`src/design/i2ra_pkg.sv`:
```
package i2ra_pkg;

  localparam int VALUE_BITS = 32;
  localparam int DIGIT_W    = 6;
  localparam int CHAR_W     = 7;
  localparam int CFG_IDX_W  = 2;
  localparam int CNT_W      = $clog2(2 * VALUE_BITS);
  localparam int POS_W      = $clog2(VALUE_BITS);

  localparam logic [DIGIT_W-1:0] RADIX_MIN   = DIGIT_W'(2);
  localparam logic [DIGIT_W-1:0] RADIX_MAX   = DIGIT_W'(36);
  localparam logic [DIGIT_W-1:0] RADIX_RESET = DIGIT_W'(10);
  localparam logic [DIGIT_W-1:0] RADIX_DEC   = DIGIT_W'(10);

  localparam logic [CHAR_W-1:0] CHAR_ZERO     = CHAR_W'(48);
  localparam logic [CHAR_W-1:0] CHAR_NINE     = CHAR_W'(57);
  localparam logic [CHAR_W-1:0] CHAR_LETTER_A = CHAR_W'(97);
  localparam logic [CHAR_W-1:0] CHAR_LETTER_Z = CHAR_W'(122);
  localparam logic [CHAR_W-1:0] CHAR_MINUS    = CHAR_W'(45);

  typedef logic [DIGIT_W-1:0]   digit_t;
  typedef logic [CFG_IDX_W-1:0] cfg_idx_t;

  localparam cfg_idx_t CFG_RADIX  = cfg_idx_t'(0);
  localparam cfg_idx_t CFG_SIGNED = cfg_idx_t'(1);

  typedef enum logic [1:0] {
    ST_IDLE,
    ST_CONV,
    ST_EMIT
  } state_t;

  // Bit-step token that travels one cell per cycle along the row.
  typedef struct packed {
    logic vld;
    logic carry;
  } step_t;

  // Row-wide controls from the sequencer.
  typedef struct packed {
    logic clr;
    logic shift;
  } cell_ctl_t;

  function automatic logic [CHAR_W-1:0] digit_char(input digit_t d);
    logic [CHAR_W-1:0] dw;
    dw = {1'b0, d};
    if (d < DIGIT_W'(10)) begin
      return CHAR_ZERO + dw;
    end else begin
      return CHAR_LETTER_A + dw - CHAR_W'(10);
    end
  endfunction

endpackage

```
`src/design/i2ra_cell.sv`:
```
module i2ra_cell import i2ra_pkg::*; (
  input  logic      clk,
  input  logic      rst_n,
  input  cell_ctl_t ctl,
  input  digit_t    radix,
  input  step_t     step_in,
  input  digit_t    dig_below,
  output step_t     step_out,
  output digit_t    digit
);

  digit_t              digit_r;
  digit_t              digit_nxt;
  step_t               step_r;
  step_t               step_nxt;
  logic [DIGIT_W:0]    dbl;
  logic [DIGIT_W:0]    diff;
  logic                ge;

  // One doubling step of the radix-r digit: 2*d + carry, reduced by r once.
  always_comb begin
    dbl  = {digit_r, step_in.carry};
    diff = dbl - {1'b0, radix};
    ge   = (dbl >= {1'b0, radix});
  end

  always_comb begin
    step_nxt.vld   = step_in.vld;
    step_nxt.carry = step_in.vld & ge;
    priority if (ctl.clr) begin
      digit_nxt = '0;
    end else if (ctl.shift) begin
      digit_nxt = dig_below;
    end else if (step_in.vld) begin
      digit_nxt = ge ? diff[DIGIT_W-1:0] : dbl[DIGIT_W-1:0];
    end else begin
      digit_nxt = digit_r;
    end
  end

  always_ff @(posedge clk) begin
    digit_r <= digit_nxt;
    if (!rst_n) begin
      step_r <= '0;
    end else begin
      step_r <= step_nxt;
    end
  end

  assign step_out = step_r;
  assign digit    = digit_r;

endmodule

```
`src/design/i2ra_ctrl.sv`:
```
module i2ra_ctrl import i2ra_pkg::*; (
  input  logic                  clk,
  input  logic                  rst_n,
  input  logic                  in_valid,
  output logic                  in_ready,
  input  logic [VALUE_BITS-1:0] in_value,
  output logic                  out_valid,
  input  logic                  out_ready,
  output logic [CHAR_W-1:0]     out_character,
  output logic                  out_last,
  input  logic                  cfg_valid,
  output logic                  cfg_ready,
  input  cfg_idx_t              cfg_index,
  input  logic [DIGIT_W-1:0]    cfg_data,
  output cell_ctl_t             cell_ctl,
  output digit_t                radix,
  output step_t                 feed,
  input  step_t                 tail,
  input  digit_t                top_digit
);

  localparam logic [CNT_W-1:0] CNT_FEED = CNT_W'(VALUE_BITS);
  localparam logic [CNT_W-1:0] CNT_DONE = CNT_W'(2 * VALUE_BITS - 1);
  localparam logic [POS_W-1:0] POS_LAST = POS_W'(VALUE_BITS - 1);

  state_t                  state_r;
  state_t                  state_nxt;
  logic [VALUE_BITS-1:0]   val_r;
  logic [CNT_W-1:0]        cnt_r;
  logic [POS_W-1:0]        pos_r;
  logic                    neg_r;
  logic                    lead_r;
  digit_t                  radix_r;
  logic                    smode_r;
  logic                    out_valid_r;
  logic [CHAR_W-1:0]       out_char_r;
  logic                    out_last_r;

  logic                    accept;
  logic                    conv_done;
  logic                    slot_free;
  logic                    emit_minus;
  logic                    emit_dig;
  logic                    skip;
  logic                    in_neg;
  logic [VALUE_BITS-1:0]   mag;
  digit_t                  radix_clamped;

  always_comb begin
    in_neg = smode_r && (radix_r == RADIX_DEC) && in_value[VALUE_BITS-1];
    mag    = in_neg ? (~in_value + VALUE_BITS'(1)) : in_value;
    priority if (cfg_data < RADIX_MIN) begin
      radix_clamped = RADIX_MIN;
    end else if (cfg_data > RADIX_MAX) begin
      radix_clamped = RADIX_MAX;
    end else begin
      radix_clamped = cfg_data;
    end
  end

  // The conversion is over once the token wave has left the last cell.
  assign conv_done = (cnt_r == CNT_DONE) && tail.vld;
  assign slot_free = !out_valid_r || out_ready;

  always_comb begin
    state_nxt = state_r;
    unique case (state_r)
      ST_IDLE: begin
        if (in_valid) begin
          state_nxt = ST_CONV;
        end
      end
      ST_CONV: begin
        if (conv_done) begin
          state_nxt = ST_EMIT;
        end
      end
      ST_EMIT: begin
        if (emit_dig && (pos_r == POS_LAST)) begin
          state_nxt = ST_IDLE;
        end
      end
      default: state_nxt = ST_IDLE;
    endcase
  end

  always_comb begin
    in_ready       = (state_r == ST_IDLE);
    accept         = in_ready && in_valid;
    feed.vld       = (state_r == ST_CONV) && (cnt_r < CNT_FEED);
    feed.carry     = val_r[VALUE_BITS-1];
    emit_minus     = (state_r == ST_EMIT) && neg_r && slot_free;
    skip           = (state_r == ST_EMIT) && !neg_r && lead_r &&
                     (top_digit == '0) && (pos_r != POS_LAST);
    emit_dig       = (state_r == ST_EMIT) && !neg_r && !skip && slot_free;
    cell_ctl.clr   = accept;
    cell_ctl.shift = skip || emit_dig;
  end

  always_ff @(posedge clk) begin
    if (!rst_n) begin
      state_r     <= ST_IDLE;
      radix_r     <= RADIX_RESET;
      smode_r     <= 1'b1;
      out_valid_r <= 1'b0;
      neg_r       <= 1'b0;
      lead_r      <= 1'b1;
      cnt_r       <= '0;
      pos_r       <= '0;
    end else begin
      state_r <= state_nxt;
      if (cfg_valid) begin
        if (cfg_index == CFG_RADIX) begin
          radix_r <= radix_clamped;
        end else if (cfg_index == CFG_SIGNED) begin
          smode_r <= cfg_data[0];
        end
      end
      if (accept) begin
        neg_r  <= in_neg;
        lead_r <= 1'b1;
        cnt_r  <= '0;
        pos_r  <= '0;
      end else if (state_r == ST_CONV) begin
        cnt_r <= cnt_r + CNT_W'(1);
      end
      if (emit_minus) begin
        neg_r <= 1'b0;
      end
      if (cell_ctl.shift) begin
        pos_r <= pos_r + POS_W'(1);
      end
      if (emit_dig) begin
        lead_r <= 1'b0;
      end
      if (slot_free) begin
        out_valid_r <= emit_minus || emit_dig;
      end
    end
  end

  always_ff @(posedge clk) begin
    if (accept) begin
      val_r <= mag;
    end else if (state_r == ST_CONV) begin
      val_r <= {val_r[VALUE_BITS-2:0], 1'b0};
    end
    if (emit_minus) begin
      out_char_r <= CHAR_MINUS;
      out_last_r <= 1'b0;
    end else if (emit_dig) begin
      out_char_r <= digit_char(top_digit);
      out_last_r <= (pos_r == POS_LAST);
    end
  end

  assign out_valid     = out_valid_r;
  assign out_character = out_char_r;
  assign out_last      = out_last_r;
  assign cfg_ready     = 1'b1;
  assign radix         = radix_r;

endmodule

```
`src/design/integer_to_radix_ascii.sv`:
```
// After an item is accepted, the bit-step wave crosses the 32-cell chain to complete the digit
// row; the row is then shifted out toward the top cell to form the characters.
// The block takes one item at a time (in_ready only while idle), set by that wave and by
// shifting the digit row out one cell per cycle, a digit waiting while the output is held back.
// Reset (synchronous, active low) sets radix to 10 and signed mode on, and empties the output.
module integer_to_radix_ascii import i2ra_pkg::*; (
  input  logic                  clk,
  input  logic                  rst_n,
  input  logic                  in_valid,
  output logic                  in_ready,
  input  logic [VALUE_BITS-1:0] in_value,
  output logic                  out_valid,
  input  logic                  out_ready,
  output logic [CHAR_W-1:0]     out_character,
  output logic                  out_last,
  input  logic                  cfg_valid,
  output logic                  cfg_ready,
  input  cfg_idx_t              cfg_index,
  input  logic [DIGIT_W-1:0]    cfg_data
);

  cell_ctl_t cell_ctl;
  digit_t    radix;
  step_t     step_w [VALUE_BITS+1];
  digit_t    dig_w  [VALUE_BITS];

  i2ra_ctrl u_ctrl (
    .clk           (clk),
    .rst_n         (rst_n),
    .in_valid      (in_valid),
    .in_ready      (in_ready),
    .in_value      (in_value),
    .out_valid     (out_valid),
    .out_ready     (out_ready),
    .out_character (out_character),
    .out_last      (out_last),
    .cfg_valid     (cfg_valid),
    .cfg_ready     (cfg_ready),
    .cfg_index     (cfg_index),
    .cfg_data      (cfg_data),
    .cell_ctl      (cell_ctl),
    .radix         (radix),
    .feed          (step_w[0]),
    .tail          (step_w[VALUE_BITS]),
    .top_digit     (dig_w[VALUE_BITS-1])
  );

  // Cell 0 holds the least significant digit; the row shifts toward the top on output.
  for (genvar i = 0; i < VALUE_BITS; i++) begin : g_cell
    digit_t below;
    if (i == 0) begin : g_first
      assign below = '0;
    end else begin : g_rest
      assign below = dig_w[i-1];
    end
    i2ra_cell u_cell (
      .clk       (clk),
      .rst_n     (rst_n),
      .ctl       (cell_ctl),
      .radix     (radix),
      .step_in   (step_w[i]),
      .dig_below (below),
      .step_out  (step_w[i+1]),
      .digit     (dig_w[i])
    );
  end

endmodule

```
`config.mk`:
```
export PLATFORM = sky130hd
export DESIGN_NAME = integer_to_radix_ascii
export DESIGN_NICKNAME = d
export VERILOG_FILES = /design/src/design/i2ra_pkg.sv /design/src/design/i2ra_cell.sv /design/src/design/i2ra_ctrl.sv /design/src/design/integer_to_radix_ascii.sv
export SDC_FILE = /design/constraint.sdc
export NUM_CORES = 1
export LEC_CHECK = 0
export ABC_AREA = 0
export BUFFER_PORTS_ARGS = -buffer_cell sky130_fd_sc_hd__buf_2
export CORE_MARGIN = 4
export CORE_UTILIZATION = 60
export CTS_CLUSTER_DIAMETER = 200
export DETAILED_ROUTE_END_ITERATION = 10
export PLACE_DENSITY = 0.82
export SYNTH_ARGS = -nofsm -noshare
export SYNTH_HDL_FRONTEND = slang
export SYNTH_SLANG_ARGS = --single-unit
```
`constraint.sdc`:
```
create_clock -name clk -period 5.15 [get_ports clk]
set_clock_uncertainty 0.15 [all_clocks]
set_input_delay 0.7725 -clock clk [delete_from_list [all_inputs] [get_ports clk]]
set_output_delay 0.7725 -clock clk [all_outputs]
set_load 0.01 [all_outputs]
```
# Word-level counts from Yosys, hierarchy flattened

Index checks and enable logic that the tools add are counted.
Widths: inputs -> output; s select.

Logic and storage cells: 395
Memories: 0
Register bits: 318
Output and inout bits: 11
RAM bits: 0
Latch bits: 0
ROM bits: 0
Input bits: 45

Eq/ne operators: 10
Multipliers: 0
Shift-type cells: 0
Bitwise operators: 34
$lt $le $gt $ge: 36
Div/mod/pow operators: 0
Add/sub/neg operators: 38
Reduce and logical (&&, ||, !) cells: 63
Multiplexer cells: 108

Operators by type and width:

| cell                  | number |
|---|---|
| $mux 6                | 96 |
| $ge 7x6->1            | 32 |
| $sub 6x6->6           | 32 |
| $mux 32               | 3 |
| $reduce_bool 2->1     | 34 |
| $add 32x1->32 const B | 1 |
| $not 32->32           | 1 |
| $and 1x1->1           | 31 |
| $logic_and 1x1->1     | 14 |
| $mux 5                | 2 |
| $add 6x6->7 const A   | 1 |
| $add 7x6->7 const A   | 1 |
| $mux 7                | 1 |
| $sub 7x4->7 const B   | 1 |
| $add 6x1->6 const B   | 1 |
| $eq 6x4->1 const B    | 1 |
| $eq 6x6->1 const B    | 1 |
| $gt 6x6->1 const B    | 1 |
| $logic_not 6->1       | 1 |
| $lt 6x2->1 const B    | 1 |
| $lt 6x4->1 const B    | 1 |
| $lt 6x6->1 const B    | 1 |
| $mux 2                | 3 |
| $pmux 2 s3            | 1 |
| 15 further kinds      | 27 |

# Logic depth before layout (Yosys ltp)

Gate-level depths: netlist of run 1.

Depth in word-level cells: 11
Gate-level depth with buffers: 11
Mapped depth without buffers: 9

# Modules after synthesis

A second synthesis of run 1 with hierarchy kept.

Cells, all modules: 3,182
Area, all modules: 26,964.6 um^2

By module, submodules not included:

| module                 | cells each | sequential area each (um^2) | times used | area an instance (um^2) |
|---|---|---|---|---|
| i2ra_cell              | 87         | 160.2                       | 32         | 732.0 |
| i2ra_ctrl              | 397        | 1,581.5                     | 1          | 3,538.4 |
| integer_to_radix_ascii | 1          | 0.0                         | 1          | 3.8 |

# Worst setup path before layout of run 1

OpenSTA, ideal clock, no wires.

Path type: reg-to-reg
Start: reg u_ctrl.radix_r[1], in the netlist u_ctrl.radix[1]
End: reg g_cell[23].u_cell.digit_r[0]
Required time: 4,925 ps
Cell stages (with the launch flop): 9
Setup time: 75 ps
Path slack: 550 ps
Data arrival time: 4,374 ps
Buffers on the path: 0
Period minus slack after synthesis: 4,600 ps
Cells stage by stage: dfxtp_1 > inv_1 > ha_1 > nor2b_4 > o31ai_2 > a21oi_2 > a2111oi_4 > mux2_2 > o22ai_1

Cells in the longest elaborated chain, start to end: 4

Ends and longest elaborated chain:

| element                | line             | RTL |
|---|---|---|
| start, declared        | i2ra_ctrl.sv:33  | `digit_t radix_r;` |
| start signal, assigned | i2ra_ctrl.sv:114 | `radix_r <= radix_clamped;` |
| $ge 7x6->1             | i2ra_cell.sv:24  | `ge = (dbl >= {1'b0, radix});` |
| $mux 6                 | i2ra_cell.sv:35  | `digit_nxt = ge ? diff[DIGIT_W-1:0] : dbl[DIGIT_W-1:0];` |
| $mux 6                 | i2ra_cell.sv:34  | `end else if (step_in.vld) begin` |
| $mux 6                 | i2ra_cell.sv:32  | `end else if (ctl.shift) begin` |
| end signal, assigned   | i2ra_cell.sv:42  | `digit_r <= digit_nxt;` |
| end, declared          | i2ra_cell.sv:12  | `digit_t digit_r;` |

No other way between the ends. The select of a mux whose other input is x is not followed.
A chain may end at the register's enable or synchronous reset.

# Final worst setup path of run 1

Start: reg u_ctrl.radix_r[0], in the netlist u_ctrl.radix[0]
End: reg g_cell[23].u_cell.digit_r[1]

Cells in the longest elaborated chain, start to end: 4
Elaborated cells on any way between the ends: 5
Those cells by class: 1 x add/sub; 1 x order compare; 3 x mux

Ends and longest elaborated chain:

| element                                          | line |
|---|---|
| $sub 6x6->6 / $ge 7x6->1 (equally long branches) | i2ra_cell.sv:23, i2ra_cell.sv:24 |
| $mux 6 *                                         | i2ra_cell.sv:35 |
| $mux 6 *                                         | i2ra_cell.sv:34 |
| $mux 6 *                                         | i2ra_cell.sv:32 |

Every way passes the cells marked *; elsewhere a longest branch is shown, timed or not. The select of a mux whose other input is x is not followed.

==> results of run 1 <==
[per-stage QoR]
step	cells	area (µm²)	power, µW	hold slack [ps]
floorplan	2665	22700	4580	265
CTS	3207	24600	7780	312
finish	3207	24600	7780	328
global route	3207	24600	8170	336
global placement	3144	23400	5000	283
detailed placement	3144	23400	5080	298
[worst reg2reg max path, stage by stage, from the launching register on]
cell,delay [ps]
dfxtp_2,850
buf_4,430
ha_1,290
nor2b_4,60
o31ai_2,220
a21oi_2,130
a2111oi_4,660
mux2_2,410
o22ai_1,150
[kinds of logic after synthesis]
logic type | synth area share
compound gates | 0.254
simple gates | 0.145
flops | 0.294
buf+inv | 0.0452
fa+ha+maj | 0.140
mux | 0.0683
xor+xnor | 0.0536
other cells | 0.000165
[power by group through the flow]
| stage | clock network [µW] | logic (µW) | registers (µW) |
|---|---|---|---|
| 6_report | 2700 | 2140 | 2930 |
| 5_1_grt | 2830 | 2390 | 2950 |
| 4_1_cts | 2730 | 2120 | 2930 |
| 3_5_place_dp | 0 | 2110 | 2980 |
| 3_3_place_gp | 0 | 2030 | 2970 |
| 2_1_floorplan | 0 | 1650 | 2930 |
[per-layer routing]
layer / up-vias / wire (µm) / track usage
met4: 0 / 1980 / 0.102
li1: 9785 / - / -
met2: 654 / 27600 / 0.470
met3: 168 / 3500 / 0.0385
met1: 9512 / 25100 / 0.355
met5: - / 0 / 0
[cell type report]
cell class | count | area (µm²)
Clock buffer | 51 | 1040
Clock inverter | 12 | 195
Fill cell | 2900 | 12400
Inverter | 159 | 597
Multi-Input combinational cell | 2093 | 15000
Sequential cell | 318 | 6690
Tap cell | 504 | 631
Timing Repair Buffer | 70 | 428
[synth_stat cells, types with 21 or more instances]
| cell type | n |
|---|---|
| xnor2_1 | 82 |
| o21ai_0 | 258 |
| inv_1 | 159 |
| clkbuf_1 | 51 |
| a31oi_1 | 25 |
| nand4_1 | 21 |
| nor2_1 | 135 |
| edfxtp_1 | 32 |
| mux2i_1 | 137 |
| a22oi_1 | 22 |
| nand2b_1 | 66 |
| nor3_1 | 33 |
| a32oi_1 | 40 |
| ha_1 | 202 |
| and2_1 | 49 |
| buf_2 | 40 |
| xor2_1 | 57 |
| a211oi_1 | 35 |
| fa_1 | 32 |
| o211ai_1 | 45 |
| a21o_1 | 81 |
| nand2_1 | 204 |
| a21oi_1 | 255 |
| nor2b_1 | 43 |
| nand3_1 | 42 |
| dfxtp_1 | 286 |
[cell usage in the layout, fill, tap and decap left out, types with 7 or more instances in the layout]
cell type,Yosys,final
and3_1,13,13
clkbuf_1,51,8
a31oi_1,25,25
edfxtp_1,32,32
a221oi_1,17,17
nor3_1,33,33
nor2b_1,43,43
a211oi_1,35,35
xnor2_1,82,82
clkbuf_16,0,37
o211ai_1,45,45
a21oi_1,255,255
dfxtp_1,286,284
o21a_1,10,10
mux2_2,16,16
a21o_1,81,81
nand2_1,204,203
mux2i_1,137,137
and2_1,49,48
nand2b_1,66,65
buf_4,2,13
nor3b_1,12,12
inv_1,159,154
o221ai_1,12,12
nand4_1,21,21
a211o_1,7,7
fa_1,32,32
o21ai_0,258,257
a32oi_1,40,40
ha_1,202,202
or3_1,7,7
xor2_1,57,57
nor2_1,135,133
buf_2,40,54
o31ai_1,7,7
a22oi_1,22,22
nand3_1,42,42
a21boi_0,11,11
o22ai_1,18,18
[sequential cells by signal, summed over array words and instances (netlist names)]
signal and flops:
g_cell.u_cell.step_out 63, u_ctrl.smode_r 1, u_ctrl.lead_r 1, u_ctrl.radix 6, u_ctrl.pos_r 5, u_ctrl.val_r 32
u_ctrl.cnt_r 6, u_ctrl.out_valid 1, u_ctrl.neg_r 1, u_ctrl.out_character 7, u_ctrl.state_r 2, u_ctrl.out_last 1
g_cell.u_cell.digit 192
[worst max-delay path by stage]
stage / slack [ps] / to / startpoint / cells after the start
floorplan: 550 / g_cell[23].u_cell.digit[0] / u_ctrl.radix[1] / 8
global placement: 1900 / g_cell[18].u_cell.digit[0] / u_ctrl.radix[1] / 9
detailed placement: 1800 / g_cell[23].u_cell.digit[1] / u_ctrl.radix[0] / 8
CTS: 1780 / g_cell[18].u_cell.digit[0] / u_ctrl.radix[1] / 9
global route: 1600 / g_cell[18].u_cell.digit[0] / u_ctrl.radix[1] / 9
finish: 1720 / g_cell[23].u_cell.digit[1] / u_ctrl.radix[0] / 8
==> out/qor.yml, run 1 <==
run_status: "finished, final reports clean"
dr_pass1_iterations: 8
timing.hold.worst.class: "reg -> reg"
synthDominantCellAreaShare: 0.252
via_count_normalized_by_instance_count: 6.27
tritoncts: "done"
rsz0062_at_grt: "false"
finalSetupViolations: 0
achievable-frequency_mhz: 292
critical-path-top-delay-family: "compound AO/OA/AOI/OAI gates"
holdBufCountCts: 0
avgSynthCellArea_um2: 8.52
layout_worst_path_cycle_share: 0.666
placement.setup.worst_slack_ps: 1800
cp_required_ps: 5440
floorplan.die.height_um: 203
ant_nets: 0
synth.yosys.seq_area_share: 0.294
post-dp-hpwl_mm: 38.8
crit_path_dat_ps: 3720
worst_path_slowest_cell: "dfxtp_2"
worst_pin_slew_ps: 1200
final_layout_size_suffix_gt1_frac: 0.0696
combinationalPowerShare: 0.275
min_path_cells: 1
synth_enable_flop_cells: 32
detailroute.via_count: 20100
path_class: "reg -> reg"
synth-async-reset-ratio: 0
clockRootBuffer: "clkbuf_16"
final-hold-violation-count: 0
start_kind: "flip-flop"
postSynth.topFlopCell: "dfxtp_1"
ys_types: 81
min_delay_endpoint: "u_ctrl.pos_r[3]"
clock_power_share: 0.348
antenna_found_initial: 0
grt_first_pass_wirelength_mm: 96.5
finalWirelength_mm: 58.2
final_core_util: 0.666
top_level_ports: 56
timing.final.crit_period_ps: 3430
power.sequential.fraction: 0.377
relSlewSlack: 0.199
synth.area.top_cells: "dfxtp_1, ha_1, mux2i_1"
slew_viol_final: 0
reg2reg_depth: 8
critPathMaxStageDelay_ps: 850
rows: 70
fp.dieArea_um2: 41000
fp.coreArea_um2: 37000
p_per_area_nw_per_um2: 316
drtIter0Drc: 1357
startpoint_of_the_most_critical_register_to_register_path: "u_ctrl.radix[0]"
worstHoldStart: "u_ctrl.pos_r[3]"
number_of_sinks_handled_by_clock_tree_synthesis: 318
crit_path_cell_trace: "buf_4, ha_1, nor2b_4, o31ai_2, a21oi_2, a2111oi_4, mux2_2, o22ai_1"
gp_congestion: 0.890
antennaDiodeCount: 0
worst_setup_path_end_kind: "flip-flop"
reg2reg_setup_slack_ps: 1720
tns_ps: 0
synthesis.yosys.warnings: 0
path_buf_inv: 1
cp_max_fo: 22
critical_path.reg2reg.endpoint: "g_cell[23].u_cell.digit[1]"
floorplan.initialDensity: 0.614
design.final.nets: 2957
clock_buffers_created_by_tritoncts: 36
cts_resized: 0
count_of_state_elements_after_synthesis: 318
sw_frac_of_total: 0.320
timing.final.ws_setup_ps: 1720
power.leakage_uw: 0.0102
route.detailed.wl_per_inst_um: 18.1
bufs_on_longest_clock_path: 3
grt_pass1_vias: 19900
synth_top_cell_by_area: "dfxtp_1"
h-tree-depth: 2
cap_violations: 0
p_int_uw: 5290
numPortBuffers: 54
post-cts-setup-buffers: 0
synth_cells: 2665
cts.clk_slew.worst_paths_ps: 60
post-route-drc-count: 0
worstSkewPairLatency_ps: 530
global_route_total_usage_across_every_layer: 0.275
die_w_um: 203
syn_area_um2: 22700
grt_overflow: 0
maximum_number_of_pins_on_one_net_before_global_route_repair: 200
area_delta_synth_final_pct: 8.37
power.ir.vdd_worst_uv: 246
p_sw_uw: 2480
synthesis.nets: 2944
No activity file was read; power rests on OpenSTA's default activity.
==> run 2, diff against run 1 <==
- CORE_UTILIZATION: 60 -> 58
- PLACE_DENSITY: 0.82 -> 0.83
- clock period: 5.15 -> 3 ns (I/O delays scaled with it)
==> out/qor.yml, run 2 (synthesis gave the netlist of run 1 again) <==
design.final.nets: 3004  # was 2957
die_w_um: 206  # was 203 µm
final-hold-violation-count: 0  # unchanged
timing.hold.worst.class: "in -> reg"  # was reg -> reg
top_level_ports: 56  # unchanged
tritoncts: "done"  # unchanged
global_route_total_usage_across_every_layer: 0.279  # was 0.275
drtIter0Drc: 1535  # was 1357
detailroute.via_count: 20800  # was 20100
worstHoldStart: "cfg_data[0]"  # was u_ctrl.pos_r[3]
slew_viol_final: 0  # unchanged
grt_first_pass_wirelength_mm: 99.6  # was 96.5 mm
antenna_found_initial: 0  # unchanged
startpoint_of_the_most_critical_register_to_register_path: "u_ctrl.pos_r[0]"  # was u_ctrl.radix[0]
post-cts-setup-buffers: 0  # unchanged
finalSetupViolations: 0  # unchanged
finalWirelength_mm: 60.7  # was 58.2 mm
mostFrequentLayoutCell: "dfxtp_1"  # unchanged
rows: 72  # was 70
route.detailed.wl_per_inst_um: 18.6  # was 18.1 µm
placed_cell_area_um2: 24000  # was 23400 µm²
post-dp-hpwl_mm: 42.3  # was 38.8 mm
achievable-frequency_mhz: 347  # was 292 MHz
maximum_number_of_pins_on_one_net_before_global_route_repair: 53  # was 200
cts.clk_slew.worst_paths_ps: 60  # about the same
antennaDiodeCount: 0  # unchanged
clockRootBuffer: "clkbuf_16"  # unchanged
start_kind: "flip-flop"  # unchanged
timing.final.ws_setup_ps: 118  # was 1720 ps
worst_pin_slew_ps: 874  # was 1200 ps
dr_pass1_iterations: 8  # unchanged
final_layout_size_suffix_gt1_frac: 0.0924  # was 0.0696
placement.setup.worst_slack_ps: 186  # was 1800 ps
crit_path_dat_ps: 3170  # was 3720 ps
min_delay_endpoint: "u_ctrl.smode_r"  # was u_ctrl.pos_r[3]
bufs_on_longest_clock_path: 3  # unchanged
grt_pass1_vias: 20400  # was 19900
power.ir.vdd_worst_uv: 445  # was 246 µV
via_count_normalized_by_instance_count: 6.35  # was 6.27
run_status: "finished, final reports clean"  # unchanged
post-layout-total-power_uw: 13400  # was 7780 µW
power.leakage_uw: 0.0105  # was 0.0102 µW
min_path_cells: 3  # was 1
numPortBuffers: 54  # unchanged
worstSkewPairLatency_ps: 530  # about the same
rsz0062_at_grt: "true"  # was false
reg2reg_setup_slack_ps: 120  # was 1720 ps
p_per_area_nw_per_um2: 531  # was 316 nW/µm²
area_delta_synth_final_pct: 11.1  # was 8.37%
leading_cell_types_in_the_layout_fill_and_taps_excluded: "dfxtp_1, o21ai_0, a21oi_1, nand2_1, ha_1"  # unchanged
fp.coreArea_um2: 38600  # was 37000 µm²
cp_required_ps: 3290  # was 5440 ps
gp_congestion: 0.884  # was 0.890
floorplan.die.height_um: 206  # was 203 µm
holdBufCountCts: 0  # unchanged
fin_hold_ws_ps: 25.9  # was 328 ps
grt_overflow: 0  # unchanged
reg2reg_depth: 10  # was 8
post-route-drc-count: 0  # unchanged
floorplan.initialDensity: 0.588  # was 0.614
worst_setup_path_end_kind: "flip-flop"  # unchanged
layout_worst_path_cycle_share: 0.961  # was 0.666
cap_violations: 0  # unchanged
cts_resized: 0  # unchanged
critical_path.reg2reg.endpoint: "g_cell[11].u_cell.digit[5]"  # was g_cell[23].u_cell.digit[1]
timing.final.crit_period_ps: 2880  # was 3430 ps
number_of_sinks_handled_by_clock_tree_synthesis: 318  # unchanged
h-tree-depth: 2  # unchanged
cp_max_fo: 42  # was 22
final_cell_area_um2: 25200  # was 24600 µm²
path_class: "reg -> reg"  # unchanged
clock_buffers_created_by_tritoncts: 36  # unchanged
largest_register_ff_count: 192  # unchanged
fp.dieArea_um2: 42400  # was 41000 µm²
relSlewSlack: 0.416  # was 0.199
tns_ps: 0  # unchanged
ant_nets: 0  # unchanged
## run 2: cell types whose count changed in the layout (fill, tap and decap cells not counted), sizes merged
cell and change:
bufinv -2, clkinv +7, inv -4, clkbuf -1, buf +47
## run 2: power breakdown
group          internal [µW]  switching (µW)  total, µW
combinational           1660            2240       3900
clock                   2690            1780       4470
sequential              4700             332       5040
total                   9050            4350      13400
## run 2: per-stage QoR
stage,std cells,util
after floorplan,2665,-
after global placement,3205,0.622
after detailed placement,3205,0.622
after CTS,3268,0.653
after global routing,3268,0.653
final,3268,0.653
## run 2: worst max path at each step
stage / startpoint / endpoint / slack [ps] / cells past startpoint
detailed placement: u_ctrl.pos_r[0] / g_cell[11].u_cell.digit[5] / 190 / 10
finish: u_ctrl.pos_r[0] / g_cell[11].u_cell.digit[5] / 120 / 10
global placement: u_ctrl.pos_r[0] / g_cell[11].u_cell.digit[5] / 250 / 10
global route: u_ctrl.radix[5] / g_cell[9].u_cell.digit[2] / -0.9 / 9
floorplan: u_ctrl.radix[1] / g_cell[23].u_cell.digit[0] / -360 / 8
CTS: u_ctrl.pos_r[0] / g_cell[11].u_cell.digit[5] / 150 / 10
## run 2: routing by layer
layer	GRT usage	routed length [µm]
met5	0	0
met4	0.115	2500
met3	0.0381	4560
met2	0.474	28700
met1	0.358	24900
## run 2: worst max-delay path: stages (launching register included)
cell	delay, ps
dfxtp_1	340
ha_1	230
and3_1	190
ha_1	220
nor4b_4	240
a31oi_1	230
nor2_4	390
buf_12	280
nand2_1	100
a211o_1	290
a31oi_1	120
## run 2: final cells by class
type	count	area, µm²
flip-flops and latches	318	6690
clock buffers	50	1040
fillers	3046	13400
inverters	159	601
multi-input cells	2093	15200
well taps	518	648
clock inverters	13	143
repair buffers	117	956
